`src/design/wildcard_byte_signature_scanner_macros.svh`:
```
// Assertion macros for the wildcard byte signature scanner.
// Included by the top level; no other dependencies.
`ifndef WILDCARD_BYTE_SIGNATURE_SCANNER_MACROS_SVH
`define WILDCARD_BYTE_SIGNATURE_SCANNER_MACROS_SVH

// The consequent holds in the same cycle as the antecedent.
`define WBSS_ASSERT_SAME(label, clock, reset, ante, cons) \
  label: assert property (@(posedge clock) disable iff (reset) (ante) |-> (cons)) \
    else $error("wbss check failed in same cycle");

// The consequent holds in the cycle after the antecedent.
`define WBSS_ASSERT_NEXT(label, clock, reset, ante, cons) \
  label: assert property (@(posedge clock) disable iff (reset) (ante) |=> (cons)) \
    else $error("wbss check failed in next cycle");

`endif

```
`src/design/wbss_pkg.sv`:
```
// Package for the wildcard byte signature scanner.
// Holds parameter defaults, register indexes and fixed field widths; no dependencies.
`default_nettype none

package wbss_pkg;

  localparam int MAX_SIGNATURE_DEFAULT = 16;
  localparam int ADDRESS_WIDTH_DEFAULT = 32;

  localparam int CFG_INDEX_WIDTH = 3;
  localparam int CFG_DATA_WIDTH  = 64;
  localparam int SIG_LEN_WIDTH   = 5;
  localparam int MASK_WIDTH      = 16;
  localparam int OUT_ADDR_WIDTH  = 32;
  localparam int COUNT_WIDTH     = 32;

  localparam logic [CFG_INDEX_WIDTH-1:0] REG_SIGNATURE_LOW  = 3'd0;
  localparam logic [CFG_INDEX_WIDTH-1:0] REG_SIGNATURE_HIGH = 3'd1;
  localparam logic [CFG_INDEX_WIDTH-1:0] REG_WILDCARD_MASK  = 3'd2;
  localparam logic [CFG_INDEX_WIDTH-1:0] REG_SIG_LENGTH     = 3'd3;
  localparam logic [CFG_INDEX_WIDTH-1:0] REG_BASE_ADDRESS   = 3'd4;

endpackage

`default_nettype wire

```
`src/design/wildcard_byte_signature_scanner.sv`:
```
// An accepted image byte passes through the input register, then the result register.
// Throughput: one image byte per cycle while in_stall is low; the output register
// frees the input side. The match compare is combinational between the two registers.
// Reset (rst, synchronous, active high) restores register defaults, clears the
// byte counter, the done flag and both pipeline valid bits.
// Depends on wbss_pkg and wildcard_byte_signature_scanner_macros.svh.
`default_nettype none

`include "wildcard_byte_signature_scanner_macros.svh"

module wildcard_byte_signature_scanner #(
  parameter int MAX_SIGNATURE = wbss_pkg::MAX_SIGNATURE_DEFAULT,
  parameter int ADDRESS_WIDTH = wbss_pkg::ADDRESS_WIDTH_DEFAULT
) (
  input  wire logic                                   clk,
  input  wire logic                                   rst,
  input  wire logic                                   cfg_write,
  input  wire logic [wbss_pkg::CFG_INDEX_WIDTH-1:0]   cfg_index,
  input  wire logic [wbss_pkg::CFG_DATA_WIDTH-1:0]    cfg_data,
  input  wire logic                                   in_valid,
  output logic                                        in_stall,
  input  wire logic [7:0]                             image_byte,
  input  wire logic                                   first_of_image,
  input  wire logic                                   last_of_image,
  output logic                                        out_valid,
  input  wire logic                                   out_stall,
  output logic                                        found,
  output logic [wbss_pkg::OUT_ADDR_WIDTH-1:0]         match_address
);

  localparam int LenW = $clog2(MAX_SIGNATURE + 1);
  localparam int IdxW = (MAX_SIGNATURE > 1) ? $clog2(MAX_SIGNATURE) : 1;
  localparam int CntW = wbss_pkg::COUNT_WIDTH;

  logic [63:0] signature_low;
  logic [63:0] signature_high;
  logic [wbss_pkg::MASK_WIDTH-1:0] wildcard_mask;
  logic [wbss_pkg::SIG_LEN_WIDTH-1:0] signature_length;
  logic [31:0] base_address;

  logic [7:0] window [MAX_SIGNATURE];
  logic [7:0] window_next [MAX_SIGNATURE];
  logic [CntW-1:0] bytes_seen;
  logic scan_done;

  logic s1_valid;
  logic [7:0] s1_byte;
  logic s1_first;
  logic s1_last;
  logic s1_fire;

  logic [CntW-1:0] seen_cur;
  logic [CntW-1:0] seen_next;
  logic done_cur;
  logic [LenW-1:0] len_eff;
  logic [127:0] sig_all;
  logic bytes_match;
  logic is_match;
  logic has_result;
  logic [CntW-1:0] offset;
  logic [ADDRESS_WIDTH-1:0] addr_sum;
  logic [63:0] addr_wide;
  logic [LenW-1:0] pos;

  always_ff @(posedge clk) begin
    if (rst) begin
      signature_low    <= '0;
      signature_high   <= '0;
      wildcard_mask    <= '0;
      signature_length <= wbss_pkg::SIG_LEN_WIDTH'(1);
      base_address     <= '0;
    end else if (cfg_write) begin
      unique case (cfg_index)
        wbss_pkg::REG_SIGNATURE_LOW:  signature_low <= cfg_data;
        wbss_pkg::REG_SIGNATURE_HIGH: signature_high <= cfg_data;
        wbss_pkg::REG_WILDCARD_MASK:  wildcard_mask <= cfg_data[wbss_pkg::MASK_WIDTH-1:0];
        wbss_pkg::REG_SIG_LENGTH:     signature_length <= cfg_data[wbss_pkg::SIG_LEN_WIDTH-1:0];
        wbss_pkg::REG_BASE_ADDRESS:   base_address <= cfg_data[31:0];
        default: ;
      endcase
    end
  end

  assign s1_fire  = s1_valid && (!out_valid || !out_stall);
  assign in_stall = s1_valid && !s1_fire;

  always_ff @(posedge clk) begin
    if (rst) begin
      s1_valid <= 1'b0;
    end else if (!in_stall) begin
      s1_valid <= in_valid;
    end
  end

  always_ff @(posedge clk) begin
    if (in_valid && !in_stall) begin
      s1_byte  <= image_byte;
      s1_first <= first_of_image;
      s1_last  <= last_of_image;
    end
  end

  always_comb begin
    if (signature_length == '0) begin
      len_eff = LenW'(1);
    end else if (32'(signature_length) > 32'(MAX_SIGNATURE)) begin
      len_eff = LenW'(MAX_SIGNATURE);
    end else begin
      len_eff = LenW'(signature_length);
    end
  end

  assign sig_all  = {signature_high, signature_low};
  assign seen_cur = s1_first ? '0 : bytes_seen;
  assign done_cur = s1_first ? 1'b0 : scan_done;
  assign seen_next = (seen_cur == '1) ? seen_cur : seen_cur + CntW'(1);

  always_comb begin
    window_next[0] = s1_byte;
    for (int k = 1; k < MAX_SIGNATURE; k++) begin
      window_next[k] = window[k-1];
    end
  end

  always_comb begin
    bytes_match = 1'b1;
    pos = '0;
    for (int j = 0; j < MAX_SIGNATURE; j++) begin
      if (LenW'(j) < len_eff) begin
        pos = len_eff - LenW'(1) - LenW'(j);
        if (!wildcard_mask[j] && window_next[pos[IdxW-1:0]] != sig_all[8*j +: 8]) begin
          bytes_match = 1'b0;
        end
      end
    end
  end

  assign is_match   = !done_cur && (seen_next >= CntW'(len_eff)) && bytes_match;
  assign has_result = !done_cur && (is_match || s1_last);
  assign offset     = seen_next - CntW'(len_eff);
  assign addr_sum   = ADDRESS_WIDTH'(64'(base_address)) + ADDRESS_WIDTH'(64'(offset));
  assign addr_wide  = 64'(addr_sum);

  always_ff @(posedge clk) begin
    if (rst) begin
      bytes_seen <= '0;
      scan_done  <= 1'b0;
    end else if (s1_fire) begin
      bytes_seen <= done_cur ? seen_cur : seen_next;
      scan_done  <= done_cur || has_result;
    end
  end

  always_ff @(posedge clk) begin
    if (s1_fire && !done_cur) begin
      for (int k = 0; k < MAX_SIGNATURE; k++) begin
        window[k] <= window_next[k];
      end
    end
  end

  always_ff @(posedge clk) begin
    if (rst) begin
      out_valid <= 1'b0;
    end else if (s1_fire && has_result) begin
      out_valid <= 1'b1;
    end else if (!out_stall) begin
      out_valid <= 1'b0;
    end
  end

  always_ff @(posedge clk) begin
    if (s1_fire && has_result) begin
      found         <= is_match;
      match_address <= is_match ? addr_wide[31:0] : '1;
    end
  end

  `WBSS_ASSERT_SAME(a_not_found_all_ones, clk, rst, out_valid && !found, match_address == '1)
  `WBSS_ASSERT_NEXT(a_result_sets_done, clk, rst, s1_fire && has_result, scan_done)
  `WBSS_ASSERT_NEXT(a_result_reaches_output, clk, rst, s1_fire && has_result, out_valid)

endmodule

`default_nettype wire
```
`config.mk`:
```
export PLATFORM = sky130hd
export DESIGN_NAME = wildcard_byte_signature_scanner
export DESIGN_NICKNAME = d
export VERILOG_FILES = /design/src/design/wbss_pkg.sv /design/src/design/wildcard_byte_signature_scanner.sv
export VERILOG_INCLUDE_DIRS = /design/src /design/src/design
export SDC_FILE = /design/constraint.sdc
export NUM_CORES = 1
export LEC_CHECK = 0
export BUFFER_PORTS_ARGS = -buffer_cell sky130_fd_sc_hd__buf_2
export CORE_ASPECT_RATIO = 0.8
export CORE_UTILIZATION = 51
export CTS_BUF_LIST = sky130_fd_sc_hd__clkbuf_4
export CTS_CLUSTER_DIAMETER = 200
export DETAILED_ROUTE_END_ITERATION = 8
export MAX_ROUTING_LAYER = met4
export PLACE_DENSITY = 0.68
export SYNTH_ARGS = -nofsm -noshare
export SYNTH_HDL_FRONTEND = slang
export SYNTH_SLANG_ARGS = --single-unit
```
`constraint.sdc`:
```
create_clock -name clk -period 14.9 [get_ports clk]
set_clock_uncertainty 0.2 [all_clocks]
set_input_delay 0.745 -clock clk [delete_from_list [all_inputs] [get_ports clk]]
set_output_delay 0.745 -clock clk [all_outputs]
set_load 0.01 [all_outputs]
```
==> load_flow_metrics.sql, run 1 <==
INSERT INTO impl_metrics (metric_group, metric, value, unit) VALUES
('outcome', 'outcome', 'finished, violations left', ''),
('outcome', 'violations_in_the_final_reports', 'design-rule violations', ''),
('setup_path', 'critical_path.endpoint_type', 'flop', ''),
('clock_network', 'clock_root_buffer_master', 'clkbuf_4', ''),
('logic_synthesis', 'post-synth-top-count-cell', 'nand2_1', ''),
('logic_synthesis', 'synth_cells', '2453', ''),
('final_layout', 'multi_input_area', '14200', 'µm²'),
('power', 'power.leakage', '9.93', 'nW'),
('logic_synthesis', 'synth_warnings', '0', ''),
('timing', 'finalHoldWorstSlack', '0.0784', 'ns'),
('setup_path', 'r2r_end', 'match_address[18]$_SDFFCE_PN1P_', ''),
('die', 'dieArea', '48800', 'µm²'),
('min_path', 'min_delay_path_depth', '4', ''),
('clock_network', 'tritoncts.num_buffers', '100', ''),
('die', 'std_cell_rows', '71', ''),
('logic_synthesis', 'synth-edff-count', '163', ''),
('timing', 'setup_tns', '0', 'ns'),
('logic_synthesis', 'syn_nets', '2616', ''),
('min_path', 'worst_hold_startpoint', 'out_stall', ''),
('power', 'power.switching', '0.798', 'mW'),
('global_route', 'gr-total-overflow', '0', ''),
('global_route', 'grt_first_pass_wirelength', '117', 'mm'),
('clock_network', 'htree_num_levels', '3', ''),
('final_layout', 'layout_cell_share_with_drive_strength_beyond_1', '19.2', '%'),
('power', 'max-vdd-ir-drop', '0.0603', 'mV'),
('timing', 'layout_min_cycle_time', '8.75', 'ns'),
('die', 'starting_density', '51.8', '%'),
('timing', 'finalHoldViolations', '0', ''),
('setup_path', 'worst_path_largest_cell_delay', '0.85', 'ns'),
('place', 'dp_worst_setup_slack', '6.30', 'ns'),
('die', 'die_h', '198', 'µm'),
('timing', 'timing.final.max_slew_violations', '0', ''),
('logic_synthesis', 'synth_top_cell_by_area', 'edfxtp_1', ''),
('logic_synthesis', 'yosys.cell_types.count', '75', ''),
('logic_synthesis', 'synth_sequential_area_ratio', '37.7', '%'),
('setup_path', 'critPathKind', 'flop to flop', ''),
('place', 'dpl.cell_count', '3068', ''),
('timing', 'worst_slew_pin_slew', '1.26', 'ns'),
('die', 'dieWidth', '247', 'µm'),
('power', 'p_total', '2.68', 'mW'),
('setup_path', 'path_delay_family', 'compound AO/OA/AOI/OAI gates', ''),
('logic_synthesis', 'synth_async_reset_ratio', '0', '%'),
('timing', 'unrepaired_setup_endpoints_after_global_routing', 'false', ''),
('logic_synthesis', 'postSynth.topFlopCell', 'dfxtp_1', ''),
('final_layout', 'fillerInstances', '4057', ''),
('place', 'placement.io_buffers', '116', ''),
('logic_synthesis', 'synthTopCellsByCount', '444 x nand2_1, 232 x a21oi_1, 216 x dfxtp_1, 192 x mux2i_1, 163 x edfxtp_1', ''),
('clock_network', 'path_clk_slew', '0.07', 'ns'),
('global_route', 'maximum_number_of_pins_on_one_net_before_global_route_repair', '124', ''),
('die', 'design.portCount', '117', ''),
('power', 'combPwrFrac', '19.8', '%'),
('setup_path', 'required', '15.19', 'ns'),
('timing', 'post-route-worst-setup-slack', '6.15', 'ns'),
('logic_synthesis', 'ys_top_cells_by_area', 'edfxtp_1 20%, dfxtp_1 18%, mux4_2 14%, mux2i_1 7.9%, nand2_1 6.8%', ''),
('routing', 'vias', '20600', ''),
('clock_network', 'hold_buffers', '75', ''),
('logic_synthesis', 'yosys.area.top_type_share', '20.0', '%'),
('routing', 'post-route-drc-count', '14', ''),
('global_route', 'first_global_vias', '19300', ''),
('power', 'power.share.sequential', '42.9', '%'),
('setup_path', 'regToRegSetupSlack', '6.15', 'ns'),
('routing', 'drt-wirelength-per-cell', '23.1', 'µm'),
('setup_path', 'critPathMaxFanout', '36', ''),
('clock_network', 'number_of_buffers_inserted_by_post_cts_setup_repair', '0', ''),
('power', 'p_clk_share', '37.3', '%'),
('final_layout', 'finalNetCount', '2788', ''),
('power', 'power_density', '97.0', 'nW/µm²'),
('min_path', 'min_path_type', 'primary input to flop', ''),
('setup_path', 'timing.critical_path.from_type', 'flop', ''),
('clock_network', 'insertion_delay', '0.89', 'ns'),
('final_layout', 'flow.area_growth_from_synthesis', '12.8', '%');
[cell usage in the layout, fill, tap and decap left out, types with 22 or more instances in the layout]
cell type	Yosys	routed
edfxtp_1	163	163
dlygate4sd3_1	0	75
nand4_1	31	31
mux2i_1	192	192
xor2_1	42	39
xnor2_1	146	146
inv_1	107	105
buf_4	3	33
nand2_1	444	443
dfxtp_1	216	216
clkbuf_4	0	151
a21oi_1	232	232
nand3_1	57	57
ha_1	76	76
buf_2	29	115
nand2b_1	31	30
o21ai_0	26	26
mux4_2	152	152
nor3_1	22	22
nor2_1	106	104
[stage by stage]
stage / util [%] / instance area, µm²
floorplan: - / 24500
global placement: 54.0 / 25500
detailed placement: 54.0 / 25500
CTS: 58.5 / 27600
global route: 58.5 / 27600
finish: 58.5 / 27600
[layout make-up]
type / instances / area share [%]
antenna: 6 / 0.0544
clock buffer: 151 / 4.11
clock inverter: 31 / 0.853
inverter: 110 / 1.51
multi-input combinational: 1810 / 51.5
sequential: 379 / 33.4
tap: 620 / 2.81
timing repair buffer: 224 / 5.75
[registers in the layout (all words and copies together) (netlist names)]
register,count
out_valid,1
signature_low,64
s1_byte,8
signature_length,5
signature_high,64
s1_valid,1
match_address,32
bytes_seen,32
found,1
base_address,32
s1_last,1
scan_done,1
wildcard_mask,16
s1_first,1
window,120
[metal layers]
| metal | up-vias | global-route usage, % | routed length, µm |
|---|---|---|---|
| met2 | 1114 | 45.3 | 33000 |
| met4 | 0 | 8.28 | 1430 |
| met1 | 10100 | 47.7 | 34100 |
| met3 | 121 | 7.81 | 8490 |
| li1 | 9277 | - | - |
| met5 | - | - | 0 |
[worst max-delay path by stage]
stage | slack (ns) | from | endpoint
floorplan | 7.30 | signature_length[4]$_SDFFE_PP0P_ | found$_DFFE_PP_
global route | 5.61 | signature_length[3]$_SDFFE_PP0P_ | match_address[18]$_SDFFCE_PN1P_
CTS | 6.24 | signature_length[3]$_SDFFE_PP0P_ | match_address[18]$_SDFFCE_PN1P_
detailed placement | 6.30 | signature_length[3]$_SDFFE_PP0P_ | match_address[11]$_SDFFCE_PN1P_
global placement | 6.55 | signature_length[3]$_SDFFE_PP0P_ | match_address[11]$_SDFFCE_PN1P_
finish | 6.15 | signature_length[3]$_SDFFE_PP0P_ | match_address[18]$_SDFFCE_PN1P_
[cell families after synthesis]
kind of cell,Yosys count,synth area share [%]
AND/OR/NAND/NOR,788,14.4
AO/OA/AOI/OAI,388,9.56
flip-flops,379,37.7
multiplexers,363,22.7
buffers and inverters,264,4.40
XOR/XNOR,190,6.87
adder cells (fa/ha/maj),81,4.30
[worst reg2reg max path: stages, from the launching register on]
cell       delay (ns)
dfxtp_1          0.58
or3_4            0.50
a21oi_4          0.67
clkinv_2         0.16
ha_1             0.27
xor2_2           0.17
buf_4            0.20
inv_2            0.54
ha_1             0.42
or3b_2           0.16
a221oi_1         0.07
a2111oi_0        0.49
buf_4            0.23
xor2_2           0.85
mux4_2           0.63
xnor2_1          0.15
nand3_1          0.11
o31ai_1          0.35
o2111a_1         0.25
buf_4            0.37
and2_0           0.24
a22o_1           0.33
buf_4            0.42
[power groups by stage]
stage               sequential (mW)  combinational, mW  clock [mW]
floorplan                      1.16              0.368           0
global placement               1.17              0.496           0
detailed placement             1.17              0.505           0
CTS                            1.15              0.523        1.01
global route                   1.15              0.567        1.07
finish                         1.15              0.531       0.998
Note: power is estimated with default switching activity, not from simulation.
==> inputs of run 2 (changes only) <==
- ABC_AREA: not set -> 1
- clock period: 14.9 -> 9.13 ns (I/O delays scaled with it)
==> run 2 against run 1 <==
  * The run now ends clean
  * Largest cell class unchanged
  * First-iteration DRC count rose by 75%
  * Sequential power rose by 64%
  * Area after synthesis rose by 10%
  * Via count rose by 42%
  * Largest power group unchanged
  * Flip-flop and latch count did not move
  * Non-clock buffer count rose by 14
  * Global-route usage rose by 7.1 points
  * Clock-buffer cell count fell by 10
  * Final cell count rose by 55%
  * Design area rose by 8.5%
==> load_flow_metrics.sql, run 2 <==
INSERT INTO impl_metrics (metric_group, metric, value, unit) VALUES
('final_layout', 'register_area', '9220', 'µm²'),
('global_route', 'first_global_vias', '25800', ''),
('routing', 'viasPerCell', '5.67', ''),
('timing', 'setup_tns', '0', 'ns'),
('clock_network', 'hold_buffers', '91', ''),
('setup_path', 'r2r-start', 's1_first$_DFFE_PP_', ''),
('setup_path', 'required', '9.61', 'ns'),
('final_layout', 'multi_input_area', '15100', 'µm²'),
('logic_synthesis', 'synth_cells', '4234', ''),
('min_path', 'min_delay_path_depth', '2', ''),
('timing', 'max_freq', '141', 'MHz'),
('die', 'dieArea', '53700', 'µm²'),
('min_path', 'worst_hold_startpoint', 'image_byte[2]', ''),
('min_path', 'min_path_type', 'primary input to flop', ''),
('logic_synthesis', 'synth_warnings', '0', ''),
('global_route', 'antenna_found_initial', '9', ''),
('final_layout', 'layoutNonFillerInstCount', '5153', ''),
('timing', 'period_utilization_post_route', '77.9', '%'),
('setup_path', 'reg2reg_depth', '27', ''),
('logic_synthesis', 'synth-edff-count', '163', ''),
('global_route', 'maximum_number_of_pins_on_one_net_before_global_route_repair', '152', ''),
('setup_path', 'regToRegSetupSlack', '2.01', 'ns'),
('final_layout', 'fillerInstances', '5155', ''),
('power', 'p_total', '5.19', 'mW'),
('routing', 'detail_route.wirelength', '105', 'mm'),
('final_layout', 'reg_top3', 'window: 120 flops, signature_high: 64 flops, signature_low: 64 flops', ''),
('routing', 'detail_route.first_pass.iterations', '6', ''),
('final_layout', 'largest_register_ffs', '120', ''),
('setup_path', 'worst_path_largest_cell_delay', '0.62', 'ns'),
('final_layout', 'regMostFlops', 'window', ''),
('clock_network', 'clock_root_buffer_master', 'clkbuf_4', ''),
('clock_network', 'htree_num_levels', '3', ''),
('logic_synthesis', 'ys_top_cells_by_area', 'nand2_1 20%, edfxtp_1 18%, dfxtp_1 16%, nand3_1 14%, inv_1 6.3%', ''),
('setup_path', 'critPathMaxFanout', '16', ''),
('final_layout', 'flow.area_growth_from_synthesis', '11.3', '%'),
('timing', 'final-setup-viol-count', '0', ''),
('routing', 'drt-wirelength-per-cell', '20.3', 'µm'),
('routing', 'drt_iter0_markers', '4065', ''),
('clock_network', 'number_of_buffers_inserted_by_post_cts_setup_repair', '0', ''),
('place', 'dp_worst_setup_slack', '2.20', 'ns'),
('routing', 'post-route-drc-count', '0', ''),
('global_route', 'gr-usage-all-layers', '39.8', '%'),
('outcome', 'outcome', 'completed', ''),
('setup_path', 'critPathKind', 'flop to flop', ''),
('job', 'maxCapViolCount', '0', ''),
('clock_network', 'cts.sink_count', '379', ''),
('logic_synthesis', 'synth_top_cell_by_area', 'nand2_1', ''),
('place', 'finalWeightedCongestion', '1.02', ''),
('timing', 'layout_min_cycle_time', '7.12', 'ns'),
('clock_network', 'insertion_delay', '0.95', 'ns'),
('timing', 'finalHoldWorstSlack', '0.0633', 'ns'),
('logic_synthesis', 'yosys_register_bits', '379', ''),
('die', 'std_cell_rows', '74', ''),
('final_layout', 'finalNetCount', '4540', ''),
('final_layout', 'commonest_non_fill_non_tap_cell_in_the_layout', 'nand2_1', ''),
('clock_network', 'tritoncts', 'yes', ''),
('place', 'dpl.cell_count', '4868', ''),
('die', 'die_h', '207', 'µm'),
('setup_path', 'critical_path.endpoint_type', 'flop', ''),
('timing', 'post-route-worst-setup-slack', '2.01', 'ns'),
('logic_synthesis', 'post-synth-top-count-cell', 'nand2_1', ''),
('min_path', 'whs_endpoint', 's1_byte[2]$_DFFE_PP_', ''),
('timing', 'timing.final.max_slew_violations', '0', ''),
('power', 'max-vdd-ir-drop', '0.105', 'mV'),
('logic_synthesis', 'postSynth.topFlopCell', 'dfxtp_1', ''),
('die', 'design.portCount', '117', ''),
('logic_synthesis', 'synth_area', '26900', 'µm²'),
('logic_synthesis', 'syn_nets', '4397', ''),
('power', 'power_density', '173', 'nW/µm²'),
('logic_synthesis', 'synth_sequential_area_ratio', '34.3', '%'),
('power', 'power.leakage', '14.6', 'nW'),
('clock_network', 'cts-root-to-sink-buffers', '3', ''),
('global_route', 'grt_first_pass_wirelength', '157', 'mm'),
('setup_path', 'timing.critical_path.from_type', 'flop', ''),
('die', 'core_area', '51600', 'µm²'),
('timing', 'unrepaired_setup_endpoints_after_global_routing', 'false', ''),
('logic_synthesis', 'yosys.area.top_type_share', '19.7', '%'),
('routing', 'ant_nets', '0', ''),
('timing', 'max-slew-margin-rel', '32.4', '%'),
('logic_synthesis', 'synthTopCellsByCount', '1,409 x nand2_1, 740 x nand3_1, 450 x inv_1, 349 x nor2_1, 230 x o21ai_0', ''),
('routing', 'vias', '29200', ''),
('final_layout', 'layout_cell_share_with_drive_strength_beyond_1', '8.08', '%'),
('final_layout', 'leading_cell_types_in_the_layout_fill_and_taps_excluded', '1,409 x nand2_1, 739 x nand3_1, 445 x inv_1', ''),
('setup_path', 'r2r_end', 'match_address[26]$_SDFFCE_PN1P_', ''),
('setup_path', 'cp_data_arrival_time', '7.59', 'ns'),
('place', 'dp.final_hpwl', '76.5', 'mm'),
('setup_path', 'timing.critical_path.slowest_stage_cell', 'edfxtp_1', ''),
('place', 'placement.io_buffers', '116', ''),
('logic_synthesis', 'synthesis.area_per_instance', '6.35', 'µm²'),
('clock_network', 'tritoncts.num_buffers', '100', ''),
('clock_network', 'cts_resized', '0', ''),
('setup_path', 'path_delay_family', 'compound AO/OA/AOI/OAI gates', ''),
('timing', 'worst_slew_pin_slew', '1.01', 'ns'),
('logic_synthesis', 'synth_async_reset_ratio', '0', '%'),
('clock_network', 'path_clk_slew', '0.07', 'ns'),
('timing', 'finalHoldViolations', '0', ''),
('setup_path', 'critPathBufInv', '3', ''),
('die', 'dieWidth', '259', 'µm'),
('global_route', 'gr-total-overflow', '0', ''),
('die', 'starting_density', '52.1', '%'),
('logic_synthesis', 'yosys.cell_types.count', '47', '');
[run 2: cell types whose count changed in the layout (fill, tap and decap cells not counted), moves of 69 or more]
cell | before | now
nand2_1 | 443 | 1409
nand3_1 | 57 | 739
inv_1 | 105 | 445
nor2_1 | 104 | 345
o21ai_0 | 26 | 230
mux2i_1 | 192 | 0
mux4_2 | 152 | 0
xnor2_1 | 146 | 18
a21oi_1 | 232 | 163
[run 2: cell families after synthesis]
logic type / count (synthesis) / share of synthesized area (%)
AOI/OAI and AO/OA: 438 / 8.54
xor gates and xnor gates: 52 / 1.72
adders and majority gates: 81 / 3.91
buffers and inverters: 660 / 9.81
DFF: 379 / 34.3
and+or+nand+nor: 2624 / 41.7
[run 2: power by group]
part	leakage [nW]	switching [mW]	total [mW]	internal [mW]
sequential	3.18	0.0538	1.89	1.84
clock	0.770	0.808	1.58	0.771
combinational	10.6	1.21	1.71	0.505
total	14.6	2.07	5.19	3.12
[run 2: metrics by stage]
stage          area (µm²)  utilization, %
2_1_floorplan       26900               -
3_3_place_gp        27700            53.7
3_5_place_dp        27700            53.7
4_1_cts             29900            58.0
5_1_grt             29900            58.0
6_report            29900            58.1
[run 2: how the worst max path moves through the flow]
stage | startpoint | to | slack [ns] | cells past startpoint
floorplan | s1_first$_DFFE_PP_ | found$_DFFE_PP_ | 2.76 | 7
CTS | s1_first$_DFFE_PP_ | match_address[26]$_SDFFCE_PN1P_ | 2.18 | 27
global placement | s1_first$_DFFE_PP_ | match_address[26]$_SDFFCE_PN1P_ | 2.33 | 27
global route | s1_first$_DFFE_PP_ | match_address[26]$_SDFFCE_PN1P_ | 1.37 | 27
finish | s1_first$_DFFE_PP_ | match_address[26]$_SDFFCE_PN1P_ | 2.01 | 27
detailed placement | s1_first$_DFFE_PP_ | match_address[26]$_SDFFCE_PN1P_ | 2.20 | 27
[run 2: final cells by class]
class,instances,share of cell area [%]
antenna,14,0.117
inverter,463,5.82
timing repair buffer,238,5.80
sequential,379,30.8
clock buffer,141,3.54
multi-input combinational,3195,50.3
tap,684,2.86
clock inverter,39,0.740
[run 2: per-layer routing]
layer  share of wire [%]  track usage [%]  vias to the layer above
met3                  14             12.2                      187
li1                    -                -                    14100
met4                 3.1             11.9                        0
met2                  38             52.0                     1627
met5                   0                -                        -
met1                  45             57.8                    13400
